--- src/rtl/core/rwcb_pkg.sv ---
`default_nettype none

package rwcb_pkg;

	// Default number of table entries
	localparam int DEFAULT_DEPTH = 16;

	localparam logic [15:0] FULL_MASK = 16'hFFFF;

	// Input modes
	localparam logic [1:0] MODE_MODIFY = 2'd0;
	localparam logic [1:0] MODE_FLUSH  = 2'd1;
	localparam logic [1:0] MODE_READ   = 2'd2;

	// Result kinds
	localparam logic [1:0] KIND_STATUS = 2'd0;
	localparam logic [1:0] KIND_READ   = 2'd1;
	localparam logic [1:0] KIND_WRITE  = 2'd2;

	// Status codes
	localparam logic [1:0] ST_OK    = 2'd0;
	localparam logic [1:0] ST_FULL  = 2'd1;
	localparam logic [1:0] ST_BUSY  = 2'd2;
	localparam logic [1:0] ST_ORDER = 2'd3;

	// One table entry
	typedef struct packed {
		logic [15:0] addr;
		logic [15:0] mask;
		logic [15:0] bits;
	} entry_t;

	// Build the mask of bits lsb..msb
	function automatic logic [15:0] field_mask(input logic [3:0] msb, input logic [3:0] lsb);
		logic [15:0] m;
		for (int j = 0; j < 16; j++) begin
			m[j] = (4'(j) >= lsb) && (4'(j) <= msb);
		end
		return m;
	endfunction

endpackage

`default_nettype wire

--- src/rtl/core/rwcb_table_ram.sv ---
`default_nettype none

module rwcb_table_ram import rwcb_pkg::*; #(
	parameter int DEPTH = DEFAULT_DEPTH,
	localparam int IW = (DEPTH > 1) ? $clog2(DEPTH) : 1
) (
	input  wire logic          clk,
	input  wire logic          we,
	input  wire logic [IW-1:0] waddr,
	input  wire entry_t        wdata,
	input  wire logic          re,
	input  wire logic [IW-1:0] raddr,
	output entry_t             rdata
);

	entry_t entry_mem_q [DEPTH];

	// Write one entry
	always_ff @(posedge clk) begin
		if (we) begin
			entry_mem_q[waddr] <= wdata;
		end
	end

	// Read one entry, registered
	always_ff @(posedge clk) begin
		if (re) begin
			rdata <= entry_mem_q[raddr];
		end
	end

endmodule

`default_nettype wire

--- src/rtl/core/register_write_coalescing_buffer_core.sv ---
// Sequencing: a status-only answer goes through the status state once the item is taken; a modify
//   reads and examines each entry searched, then answers with a status; a flush or read-data item reads
//   and examines each table entry walked, at most two walks, plus output stalls.
// Throughput: one item at a time, set by the single table read port walked entry by entry.
// Reset: arst_n clears the entry count, flush state, read cursor and sequencer at once;
//   table contents are not cleared and are only read below the entry count.
`default_nettype none

module register_write_coalescing_buffer_core import rwcb_pkg::*; #(
	parameter int TABLE_DEPTH = DEFAULT_DEPTH
) (
	input  wire logic        clk,
	input  wire logic        arst_n,
	input  wire logic        in_valid,
	output logic             in_stall,
	input  wire logic [1:0]  mode,
	input  wire logic [15:0] reg_address,
	input  wire logic [3:0]  field_msb,
	input  wire logic [3:0]  field_lsb,
	input  wire logic [15:0] field_value,
	input  wire logic [15:0] read_data,
	output logic             out_valid,
	input  wire logic        out_stall,
	output logic [1:0]       kind,
	output logic [1:0]       status,
	output logic [31:0]      spi_word,
	output logic             last
);

	localparam int CW = $clog2(TABLE_DEPTH + 1);
	localparam int IW = (TABLE_DEPTH > 1) ? $clog2(TABLE_DEPTH) : 1;
	localparam logic [CW-1:0] DEPTH_C = CW'(TABLE_DEPTH);

	typedef enum logic [1:0] {S_IDLE, S_RD, S_EX, S_STAT} state_t;
	typedef enum logic [2:0] {OP_FIND, OP_LAST, OP_RDCMD, OP_FILL, OP_NEXT, OP_WRITES} op_t;

	state_t        state_q;
	op_t           op_q;
	logic [CW-1:0] idx_q;
	logic [CW-1:0] count_q;
	logic [CW-1:0] cursor_q;
	logic [CW-1:0] lastp_q;
	logic          pending_q;
	logic          anyp_q;
	logic [15:0]   addr_q;
	logic [15:0]   fmask_q;
	logic [15:0]   fval_q;
	logic [15:0]   rdat_q;
	logic [1:0]    stcode_q;
	logic          out_valid_q;
	logic [1:0]    kind_q;
	logic [1:0]    status_q;
	logic [31:0]   spi_word_q;
	logic          last_q;

	logic          ram_we;
	logic [IW-1:0] ram_waddr;
	entry_t        ram_wdata;
	logic          ram_re;
	entry_t        ent;
	logic          idx_end;
	logic          partial;
	logic          out_free;
	logic          out_load;
	logic [CW-1:0] idx_nx;
	logic [15:0]   in_mask;

	rwcb_table_ram #(.DEPTH(TABLE_DEPTH)) u_table (
		.clk   (clk),
		.we    (ram_we),
		.waddr (ram_waddr),
		.wdata (ram_wdata),
		.re    (ram_re),
		.raddr (idx_q[IW-1:0]),
		.rdata (ent)
	);

	assign idx_end  = (idx_q >= count_q);
	assign partial  = (ent.mask != FULL_MASK);
	assign out_free = !out_valid_q || !out_stall;
	assign idx_nx   = idx_q + CW'(1);
	assign in_mask  = field_mask(field_msb, field_lsb);
	assign ram_re   = (state_q == S_RD) && !idx_end;
	assign in_stall = (state_q != S_IDLE);

	// Flag a cycle that loads a new result into the output register
	assign out_load = out_free && ((state_q == S_STAT)
		|| (state_q == S_EX && op_q == OP_RDCMD && partial)
		|| (state_q == S_EX && op_q == OP_WRITES));

	assign out_valid = out_valid_q;
	assign kind      = kind_q;
	assign status    = status_q;
	assign spi_word  = spi_word_q;
	assign last      = last_q;

	// Select the table write: new entry, merged field, or filled read data
	always_comb begin
		ram_we    = 1'b0;
		ram_waddr = idx_q[IW-1:0];
		ram_wdata = ent;
		if (state_q == S_RD && idx_end && op_q == OP_FIND && count_q < DEPTH_C) begin
			ram_we    = 1'b1;
			ram_waddr = count_q[IW-1:0];
			ram_wdata = '{addr: addr_q, mask: fmask_q, bits: fval_q};
		end else if (state_q == S_EX && op_q == OP_FIND && ent.addr == addr_q) begin
			ram_we    = 1'b1;
			ram_wdata = '{addr: ent.addr, mask: ent.mask | fmask_q,
				bits: (ent.bits & ~fmask_q) | fval_q};
		end else if (state_q == S_EX && op_q == OP_FILL && partial) begin
			ram_we    = 1'b1;
			ram_wdata = '{addr: ent.addr, mask: FULL_MASK,
				bits: (rdat_q & ~ent.mask) | ent.bits};
		end
	end

	// Sequence the table walks and drive the output register
	always_ff @(posedge clk or negedge arst_n) begin
		if (!arst_n) begin
			state_q     <= S_IDLE;
			op_q        <= OP_FIND;
			idx_q       <= '0;
			count_q     <= '0;
			cursor_q    <= '0;
			lastp_q     <= '0;
			pending_q   <= 1'b0;
			anyp_q      <= 1'b0;
			addr_q      <= '0;
			fmask_q     <= '0;
			fval_q      <= '0;
			rdat_q      <= '0;
			stcode_q    <= ST_OK;
			out_valid_q <= 1'b0;
			kind_q      <= KIND_STATUS;
			status_q    <= ST_OK;
			spi_word_q  <= '0;
			last_q      <= 1'b0;
		end else begin
			// Drop the result once taken
			if (out_valid_q && !out_stall && !out_load) begin
				out_valid_q <= 1'b0;
			end
			unique case (state_q)
				S_IDLE: begin
					if (in_valid) begin
						addr_q  <= reg_address;
						fmask_q <= in_mask;
						fval_q  <= (field_value << field_lsb) & in_mask;
						rdat_q  <= read_data;
						anyp_q  <= 1'b0;
						priority if (mode == MODE_MODIFY && !pending_q) begin
							if (field_msb < field_lsb) begin
								stcode_q <= ST_ORDER;
								state_q  <= S_STAT;
							end else begin
								op_q    <= OP_FIND;
								idx_q   <= '0;
								state_q <= S_RD;
							end
						end else if (mode == MODE_FLUSH && !pending_q) begin
							if (count_q == '0) begin
								stcode_q <= ST_OK;
								state_q  <= S_STAT;
							end else begin
								op_q    <= OP_LAST;
								idx_q   <= '0;
								state_q <= S_RD;
							end
						end else if (mode == MODE_READ && pending_q) begin
							op_q    <= OP_FILL;
							idx_q   <= cursor_q;
							state_q <= S_RD;
						end else begin
							stcode_q <= ST_BUSY;
							state_q  <= S_STAT;
						end
					end
				end
				S_RD: begin
					if (!idx_end) begin
						state_q <= S_EX;
					end else begin
						// End of a walk
						unique case (op_q)
							OP_FIND: begin
								if (count_q < DEPTH_C) begin
									count_q  <= count_q + CW'(1);
									stcode_q <= ST_OK;
								end else begin
									stcode_q <= ST_FULL;
								end
								state_q <= S_STAT;
							end
							OP_LAST: begin
								op_q  <= anyp_q ? OP_RDCMD : OP_WRITES;
								idx_q <= '0;
							end
							OP_RDCMD: begin
								pending_q <= 1'b1;
								cursor_q  <= '0;
								state_q   <= S_IDLE;
							end
							OP_FILL, OP_NEXT: begin
								op_q  <= OP_WRITES;
								idx_q <= '0;
							end
							OP_WRITES: begin
								count_q   <= '0;
								pending_q <= 1'b0;
								cursor_q  <= '0;
								state_q   <= S_IDLE;
							end
							default: state_q <= S_IDLE;
						endcase
					end
				end
				S_EX: begin
					unique case (op_q)
						OP_FIND: begin
							if (ent.addr == addr_q) begin
								stcode_q <= ST_OK;
								state_q  <= S_STAT;
							end else begin
								idx_q   <= idx_nx;
								state_q <= S_RD;
							end
						end
						OP_LAST: begin
							if (partial) begin
								anyp_q  <= 1'b1;
								lastp_q <= idx_q;
							end
							idx_q   <= idx_nx;
							state_q <= S_RD;
						end
						OP_RDCMD: begin
							if (!partial) begin
								idx_q   <= idx_nx;
								state_q <= S_RD;
							end else if (out_free) begin
								out_valid_q <= 1'b1;
								kind_q      <= KIND_READ;
								status_q    <= ST_OK;
								spi_word_q  <= {1'b0, ent.addr[14:0], 16'h0000};
								last_q      <= (idx_q == lastp_q);
								if (idx_q == lastp_q) begin
									pending_q <= 1'b1;
									cursor_q  <= '0;
									state_q   <= S_IDLE;
								end else begin
									idx_q   <= idx_nx;
									state_q <= S_RD;
								end
							end
						end
						OP_FILL: begin
							if (partial) begin
								cursor_q <= idx_nx;
								op_q     <= OP_NEXT;
							end
							idx_q   <= idx_nx;
							state_q <= S_RD;
						end
						OP_NEXT: begin
							if (partial) begin
								stcode_q <= ST_OK;
								state_q  <= S_STAT;
							end else begin
								idx_q   <= idx_nx;
								state_q <= S_RD;
							end
						end
						OP_WRITES: begin
							if (out_free) begin
								out_valid_q <= 1'b1;
								kind_q      <= KIND_WRITE;
								status_q    <= ST_OK;
								spi_word_q  <= {1'b1, ent.addr[14:0], ent.bits};
								last_q      <= (idx_nx == count_q);
								if (idx_nx == count_q) begin
									count_q   <= '0;
									pending_q <= 1'b0;
									cursor_q  <= '0;
									state_q   <= S_IDLE;
								end else begin
									idx_q   <= idx_nx;
									state_q <= S_RD;
								end
							end
						end
						default: state_q <= S_IDLE;
					endcase
				end
				S_STAT: begin
					// Emit the single status item
					if (out_free) begin
						out_valid_q <= 1'b1;
						kind_q      <= KIND_STATUS;
						status_q    <= stcode_q;
						spi_word_q  <= '0;
						last_q      <= 1'b1;
						state_q     <= S_IDLE;
					end
				end
				default: state_q <= S_IDLE;
			endcase
		end
	end

endmodule

`default_nettype wire

--- config.mk ---
export PLATFORM = sky130hd
export DESIGN_NAME = register_write_coalescing_buffer_core
export DESIGN_NICKNAME = d
export VERILOG_FILES = /design/src/rtl/core/rwcb_pkg.sv /design/src/rtl/core/rwcb_table_ram.sv /design/src/rtl/core/register_write_coalescing_buffer_core.sv
export SDC_FILE = /design/constraint.sdc
export NUM_CORES = 1
export LEC_CHECK = 0
export BUFFER_PORTS_ARGS = -buffer_cell sky130_fd_sc_hd__buf_2
export CAP_MARGIN = 25
export CORE_AREA = 3 3 403 405
export CTS_CLUSTER_SIZE = 24
export DETAILED_ROUTE_END_ITERATION = 10
export DIE_AREA = 0 0 406 408
export GPL_TIMING_DRIVEN = 0
export PLACE_DENSITY = 0.38
export SLEW_MARGIN = 40
export SYNTH_ARGS = -nofsm -noshare
export SYNTH_HDL_FRONTEND = slang
export SYNTH_SLANG_ARGS = --single-unit
--- constraint.sdc ---
create_clock -name clk -period 5.99 [get_ports clk]
set_input_delay 0.599 -clock clk [delete_from_list [all_inputs] [get_ports clk]]
set_output_delay 0.599 -clock clk [all_outputs]
set_load 0.01 [all_outputs]
After elaboration in Yosys (flattened, before gate mapping) --
Memories as Yosys holds them, arrays and structs flattened. A register that Yosys moved wholly into a read port is not among the register bits. Index checks and enable logic that the tools add are counted.
Cells by class: $add $sub $neg 2, order comparisons 35, eq/ne operators 54, shifts and indexed selects 1, multiplexer cells 124, bitwise operators 8, reduce and logical (&&, ||, !) cells 66
Operator list (count):
- $mux W32 | 6
- $mux W5 | 26
- $pmux W32 S2 | 2
- $mux W2 | 29
- $and A16 B16 Y16 | 3
- $mux W48 | 1
- $or A16 B16 Y16 | 3
- $logic_and A1 B1 Y1 | 33
- $ne A3 B3 Y1 const B | 11
- $ge A4 B4 Y1 const A | 8
- $le A4 B4 Y1 const A | 8
- $not A16 Y16 | 2
- $mux W3 | 10
- $pmux W5 S2 | 3
- $pmux W5 S3 | 2
- $pmux W5 S5 | 1
- $mux W1 | 24
- $ne A4 B4 Y1 const B | 6
- $pmux W2 S2 | 6
- $reduce_and A10 Y1 | 2
- $reduce_and A9 Y1 | 2
- $eq A16 B16 Y1 | 1
- $ge A3 B4 Y1 const A | 4
- $le A3 B4 Y1 const A | 4
- 45 further kinds | 93
Storage, ports and cells: flip-flop bits (word level) 131, bits in writable memories 768, input port bits 62, output and inout bits 39, word-level logic and storage cells 309, memories kept 1
Memories:
- u_table.entry_mem_q | depth 16, bits a word 48, read ports 1, clocked after memory_dff 1, wr ports 1, line rwcb_table_ram.sv:16 | entry_t entry_mem_q [DEPTH];

Logic depth before layout (Yosys ltp) --
word-level depth 13, mapped depth 13, gate-level depth less buffers 9

Cells and area by module --
A second synthesis with hierarchy kept.
Second synthesis, totals: cell total of the unflattened synthesis 2144, area total of the unflattened synthesis 38141.6 µm²
Modules (own cells, without submodules):
- rwcb_table_ram | times used 1, cells each 1242, area each 30171.4 µm², sequential area each 24503.5 µm²
- register_write_coalescing_buffer_core | times used 1, cells each 902, area each 7970.1 µm², sequential area each 3253.1 µm²

Least setup slack after synthesis --
Ideal clock, no wire load.
kind flip-flop to flip-flop, start reg idx_q[0], end mem u_table.entry_mem_q[6][0] (netlist bit) (enable), library setup time 0.525 ns, arrival time 6.046 ns, required time 5.465 ns, setup slack -0.581 ns, cell stages (with the launch flop) 12, path buffers 2, clock period less this slack 6.571 ns, cell sequence dfrtp_1 > clkbuf_1 > clkbuf_1 > inv_1 > ha_1 > nor2b_1 > o21ai_0 > a31oi_1 > or3_1 > o21a_1 > nand2_1 > o31ai_1
Between the ends: cells in the longest elaborated chain, start to end 7, elaborated cells between the ends (all ways) 8, those cells by class order compare (1); mux (4); reduce/logical (3)
RTL lines:
- start: declaration | line register_write_coalescing_buffer_core.sv:39 | logic [CW-1:0] idx_q;
- start signal: assignment | line register_write_coalescing_buffer_core.sv:171 | idx_q <= cursor_q;
- start signal: assignment | line register_write_coalescing_buffer_core.sv:224 | idx_q <= idx_nx;
- start signal: assignment | line register_write_coalescing_buffer_core.sv:233 | idx_q <= idx_nx;
- $ge A5 B5 Y1 | line register_write_coalescing_buffer_core.sv:78 | assign idx_end = (idx_q >= count_q);
- $logic_and A1 B1 Y1 (3 in a row) | line register_write_coalescing_buffer_core.sv:102 | if (state_q == S_RD && idx_end && op_q == OP_FIND && count_q < DEPTH_C) begin
- $mux W1 | line register_write_coalescing_buffer_core.sv:102
- $mux W1 | line rwcb_table_ram.sv:20 | if (we) begin
- $mux W1 (not written as such) | line rwcb_table_ram.sv:21 | entry_mem_q[waddr] <= wdata;
- end: declaration | line rwcb_table_ram.sv:16
Several ways; a longest one is shown, not always the timed one.

Final worst setup path --
start reg idx_q[0], end mem u_table.entry_mem_q[4][41] (netlist bit) (enable)
The elaborated chain is that of the path after synthesis.

==> out/qor.txt <==
LOGIC SYNTHESIS
--------------------------------------------------------------------------------
Cell Area, Synth                                                    0.03817 sq mm
Share of synthesized registers carrying an async set or reset             13.74%
Number of enable flip-flop cells after synthesis                             816
Fraction of the yosys area taken by sequential cells                      72.72%
Synthesis-stage register bit count                                           946
Count of unique library cells instantiated by Yosys                           71
Synth Instances                                                             2060
Average cell area after synthesis                                    18.53 sq um
Ys flop type                                                        sky130_fd_sc_hd__edfxtp_1
Number of nets in the synthesized netlist                                   2138
Total of warnings raised by yosys                                              0

GLOBAL ROUTE
--------------------------------------------------------------------------------
Number of antenna violations at the first check in global routing             12
Gr usage total                                                            15.18%
Via count of the first global-routing pass                                 22170
Total overflow reported by the global router                                   0
Wire length of the first global-routing pass                        176200 microns
Pin count of the biggest net entering global routing                          61

TIMING
--------------------------------------------------------------------------------
Hold_ws                                                                0.1260 ns
Slew of the pin with the lowest slew margin                            0.8598 ns
Fin crit share                                                            92.78%
Highest achievable clock rate                                         0.1799 GHz
Final critical delay including setup and external delays                5.557 ns
Count of final max-slew check failures                                         0
Layout Skew                                                           0.02877 ns
Setup Viol. Count Final                                                        0
Number of hold violations in the final report                                  0
Tightest slew margin relative to the limit                                42.68%
Unrepaired setup endpoints after global routing                            false

DRT
--------------------------------------------------------------------------------
Count of antenna-violating nets left after detailed routing                    0
Total routed wirelength                                             126300 microns
Iteration count of the initial detailed-routing pass                           5
DRC Markers                                                                    0
Vias/cell                                                                  4.655
Average routed wire per standard cell                               27.89 microns
Detailed Route Iter0 Violations                                             1943
Via count of the routed design                                             21080

CRITICAL PATH
--------------------------------------------------------------------------------
Number of cells traversed by the worst register-to-register path              14
Capturing point of the worst reg2reg path                           u_table.entry_mem_q[4][41]
Max Fanout on Critical Path                                                   19
Startpoint Class                                                       flip-flop
Classification of the worst setup path                              flip-flop to flip-flop
Worst reg2reg setup slack                                                0.43 ns
Worst Setup End Kind                                                   flip-flop
Worst path arrival time                                                  5.96 ns
Critical register-to-register path startpoint                           idx_q[0]
Worst Path Required                                                      6.39 ns

CTS
--------------------------------------------------------------------------------
CTS clock-pin slew for the worst setup and hold paths                    0.06 ns
Number of buffers inserted by post-CTS setup repair                            0
CTS max path bufs                                                              3
Number of instances resized during post-cts repair                             0
Count of clock tree sinks                                                    946
Latest clock arrival within the worst-skew pair                          0.71 ns
Max H-tree Level                                                               3
CTS Buf Count                                                                106
Library cell used as clock root buffer                              sky130_fd_sc_hd__clkbuf_16
TritonCTS clock tree                                                       built

FLOORPLANNING
--------------------------------------------------------------------------------
Chip height                                                          408 microns
Die width                                                            406 microns
Total number of placement rows                                               146
Core footprint                                                      0.1587 sq mm
Full die area                                                       0.1656 sq mm
Number of top-level pins                                                     101
Initial standard-cell utilization of the core                             24.04%

PWR
--------------------------------------------------------------------------------
P_leak                                                                  15.74 nW
Power consumption                                                      0.02208 W
Power per cell area                                                 471.5 mW/mm^2
Peak supply drop                                                       0.2541 mV

PLACEMENT
--------------------------------------------------------------------------------
Total of buffers placed on input and output ports                             98
DPL Wire Length                                                     90450 microns
Post-DP Area                                                        0.04335 sq mm
Routability Congestion                                                    0.8644

RUN
--------------------------------------------------------------------------------
# Max-Cap Violations                                                           0

RUN STATUS
--------------------------------------------------------------------------------
Run status                                                             completed

CELLS AND AREA
--------------------------------------------------------------------------------
Commonest non-fill, non-tap cells in the layout                     sky130_fd_sc_hd__edfxtp_1, sky130_fd_sc_hd__mux4_2, sky130_fd_sc_hd__nand2_1
Total number of nets in the final design                                    2439
Commonest non-fill, non-tap cell in the layout                      sky130_fd_sc_hd__edfxtp_1
Post-layout instance area                                           0.04683 sq mm
Fraction of layout cells with a size suffix above 1                       30.27%
Area grow syn2layout                                                      22.71%

MIN PATH
--------------------------------------------------------------------------------
Worst Hold Launch                                                   reg_address[7]
Path type of the worst min-delay path                               primary input to flip-flop
Number of instances on the worst hold path                                     2
Hold Path Sink                                                         addr_q[7]

==> metrics by stage <==
stage	TNS [ns]	util, %	setup slack (ns)	cells
4_1_cts	0	29.48	0.07589	4523
6_report	0	29.50	0.4327	4528
3_3_place_gp	-4226.52	25.98	-8.187	4230
5_1_grt	0	29.49	0.1254	4523
3_5_place_dp	0	27.31	0.1149	4324
2_1_floorplan	-55.78	-	-0.5811	2060
==> per-layer routing <==
layer / GRT usage (%) / share of wire, % / routed length, microns / vias up
met5: 0 / 0 / 0 / -
met4: 4.433 / 2.6 / 3301 / 0
met3: 2.380 / 5.6 / 7073 / 177
met2: 25.28 / 49 / 61660 / 699
met1: 20.42 / 43 / 54260 / 11310
li1: - / - / - / 8894
==> where the power goes <==
| part | switching, W | total (W) | leakage, nW | internal [W] |
|---|---|---|---|---|
| logic | 0.00403 | 0.00647 | 5.04 | 0.00244 |
| registers | 0.000614 | 0.00917 | 9.02 | 0.00855 |
| clock network | 0.00271 | 0.00645 | 1.67 | 0.00374 |
==> timing repair <==
item,4_1_cts,5_1_grt
hold endpoints to repair,130,0
setup endpoints to repair,0,87
hold buffers,1,0
==> worst max-delay path by stage <==
stage | startpoint | cells past startpoint | slack, ns | to
floorplan | idx_q[0] | 11 | -0.58 | u_table.entry_mem_q[6][0]
global placement | idx_q[0] | 11 | -8.19 | u_table.entry_mem_q[6][35]
detailed placement | idx_q[0] | 15 | 0.11 | u_table.entry_mem_q[4][36]
CTS | idx_q[0] | 15 | 0.08 | u_table.entry_mem_q[4][41]
global route | idx_q[0] | 14 | 0.13 | u_table.entry_mem_q[4][41]
finish | idx_q[0] | 14 | 0.43 | u_table.entry_mem_q[4][41]
==> area by class of cell <==
class | instances | area, sq um
Multi-Input combinational cell | 962 | 9971
Clock inverter | 63 | 574.3
Tap cell | 2072 | 2592
Fill cell | 15520 | 111900
Timing Repair Buffer | 194 | 2380
Buffer | 116 | 535.5
Antenna cell | 5 | 12.51
Inverter | 35 | 136.4
Sequential cell | 946 | 27760
Clock buffer | 135 | 2874
==> cell usage after synthesis, types with 20 or more instances <==
| cell | n | area share, % |
|---|---|---|
| sky130_fd_sc_hd__edfxtp_1 | 816 | 64 |
| sky130_fd_sc_hd__mux2_2 | 48 | 1.4 |
| sky130_fd_sc_hd__nand2_1 | 199 | 2.0 |
| sky130_fd_sc_hd__a21oi_1 | 46 | 0.60 |
| sky130_fd_sc_hd__o21ai_0 | 86 | 1.1 |
| sky130_fd_sc_hd__dfrtp_1 | 130 | 8.5 |
| sky130_fd_sc_hd__clkbuf_1 | 78 | 0.77 |
| sky130_fd_sc_hd__xor2_1 | 20 | 0.46 |
| sky130_fd_sc_hd__a31oi_1 | 27 | 0.44 |
| sky130_fd_sc_hd__inv_1 | 34 | 0.33 |
| sky130_fd_sc_hd__nor2_1 | 62 | 0.61 |
| sky130_fd_sc_hd__buf_2 | 22 | 0.29 |
| sky130_fd_sc_hd__a22o_1 | 25 | 0.57 |
| sky130_fd_sc_hd__mux4_2 | 242 | 14 |
==> flip-flops by register name, indices dropped and copies added, names as in the netlist, 16 cells and up <==
signal / cells
u_table.entry_mem_q: 768
u_table.rdata: 48
spi_word: 31
addr_q: 16
fmask_q: 16
fval_q: 16
rdat_q: 16
==> worst max-delay path, cell delays in order (launching register included) <==
cell and delay [ns]:
sky130_fd_sc_hd__dfrtp_1 0.40, sky130_fd_sc_hd__clkbuf_2 0.70, sky130_fd_sc_hd__inv_1 0.35, sky130_fd_sc_hd__ha_1 0.40
sky130_fd_sc_hd__nor2b_1 0.10, sky130_fd_sc_hd__o21ai_0 0.11, sky130_fd_sc_hd__a31oi_1 0.60, sky130_fd_sc_hd__or3_1 0.24
sky130_fd_sc_hd__clkbuf_2 0.41, sky130_fd_sc_hd__buf_1 0.58, sky130_fd_sc_hd__a21oi_1 0.22, sky130_fd_sc_hd__a21oi_4 0.53
sky130_fd_sc_hd__buf_8 0.25, sky130_fd_sc_hd__buf_8 0.18, sky130_fd_sc_hd__buf_8 0.15
==> cells by family after synthesis <==
group	Yosys count	share of synthesized area (%)
AOI/OAI and AO/OA	250	4.134
buffers and inverters	152	1.600
xor gates and xnor gates	28	0.7147
and+or+nand+nor	367	4.318
muxes	301	15.98
DFF	946	72.72
adders and majority gates	16	0.5245
(Power assumes the default switching activity.)
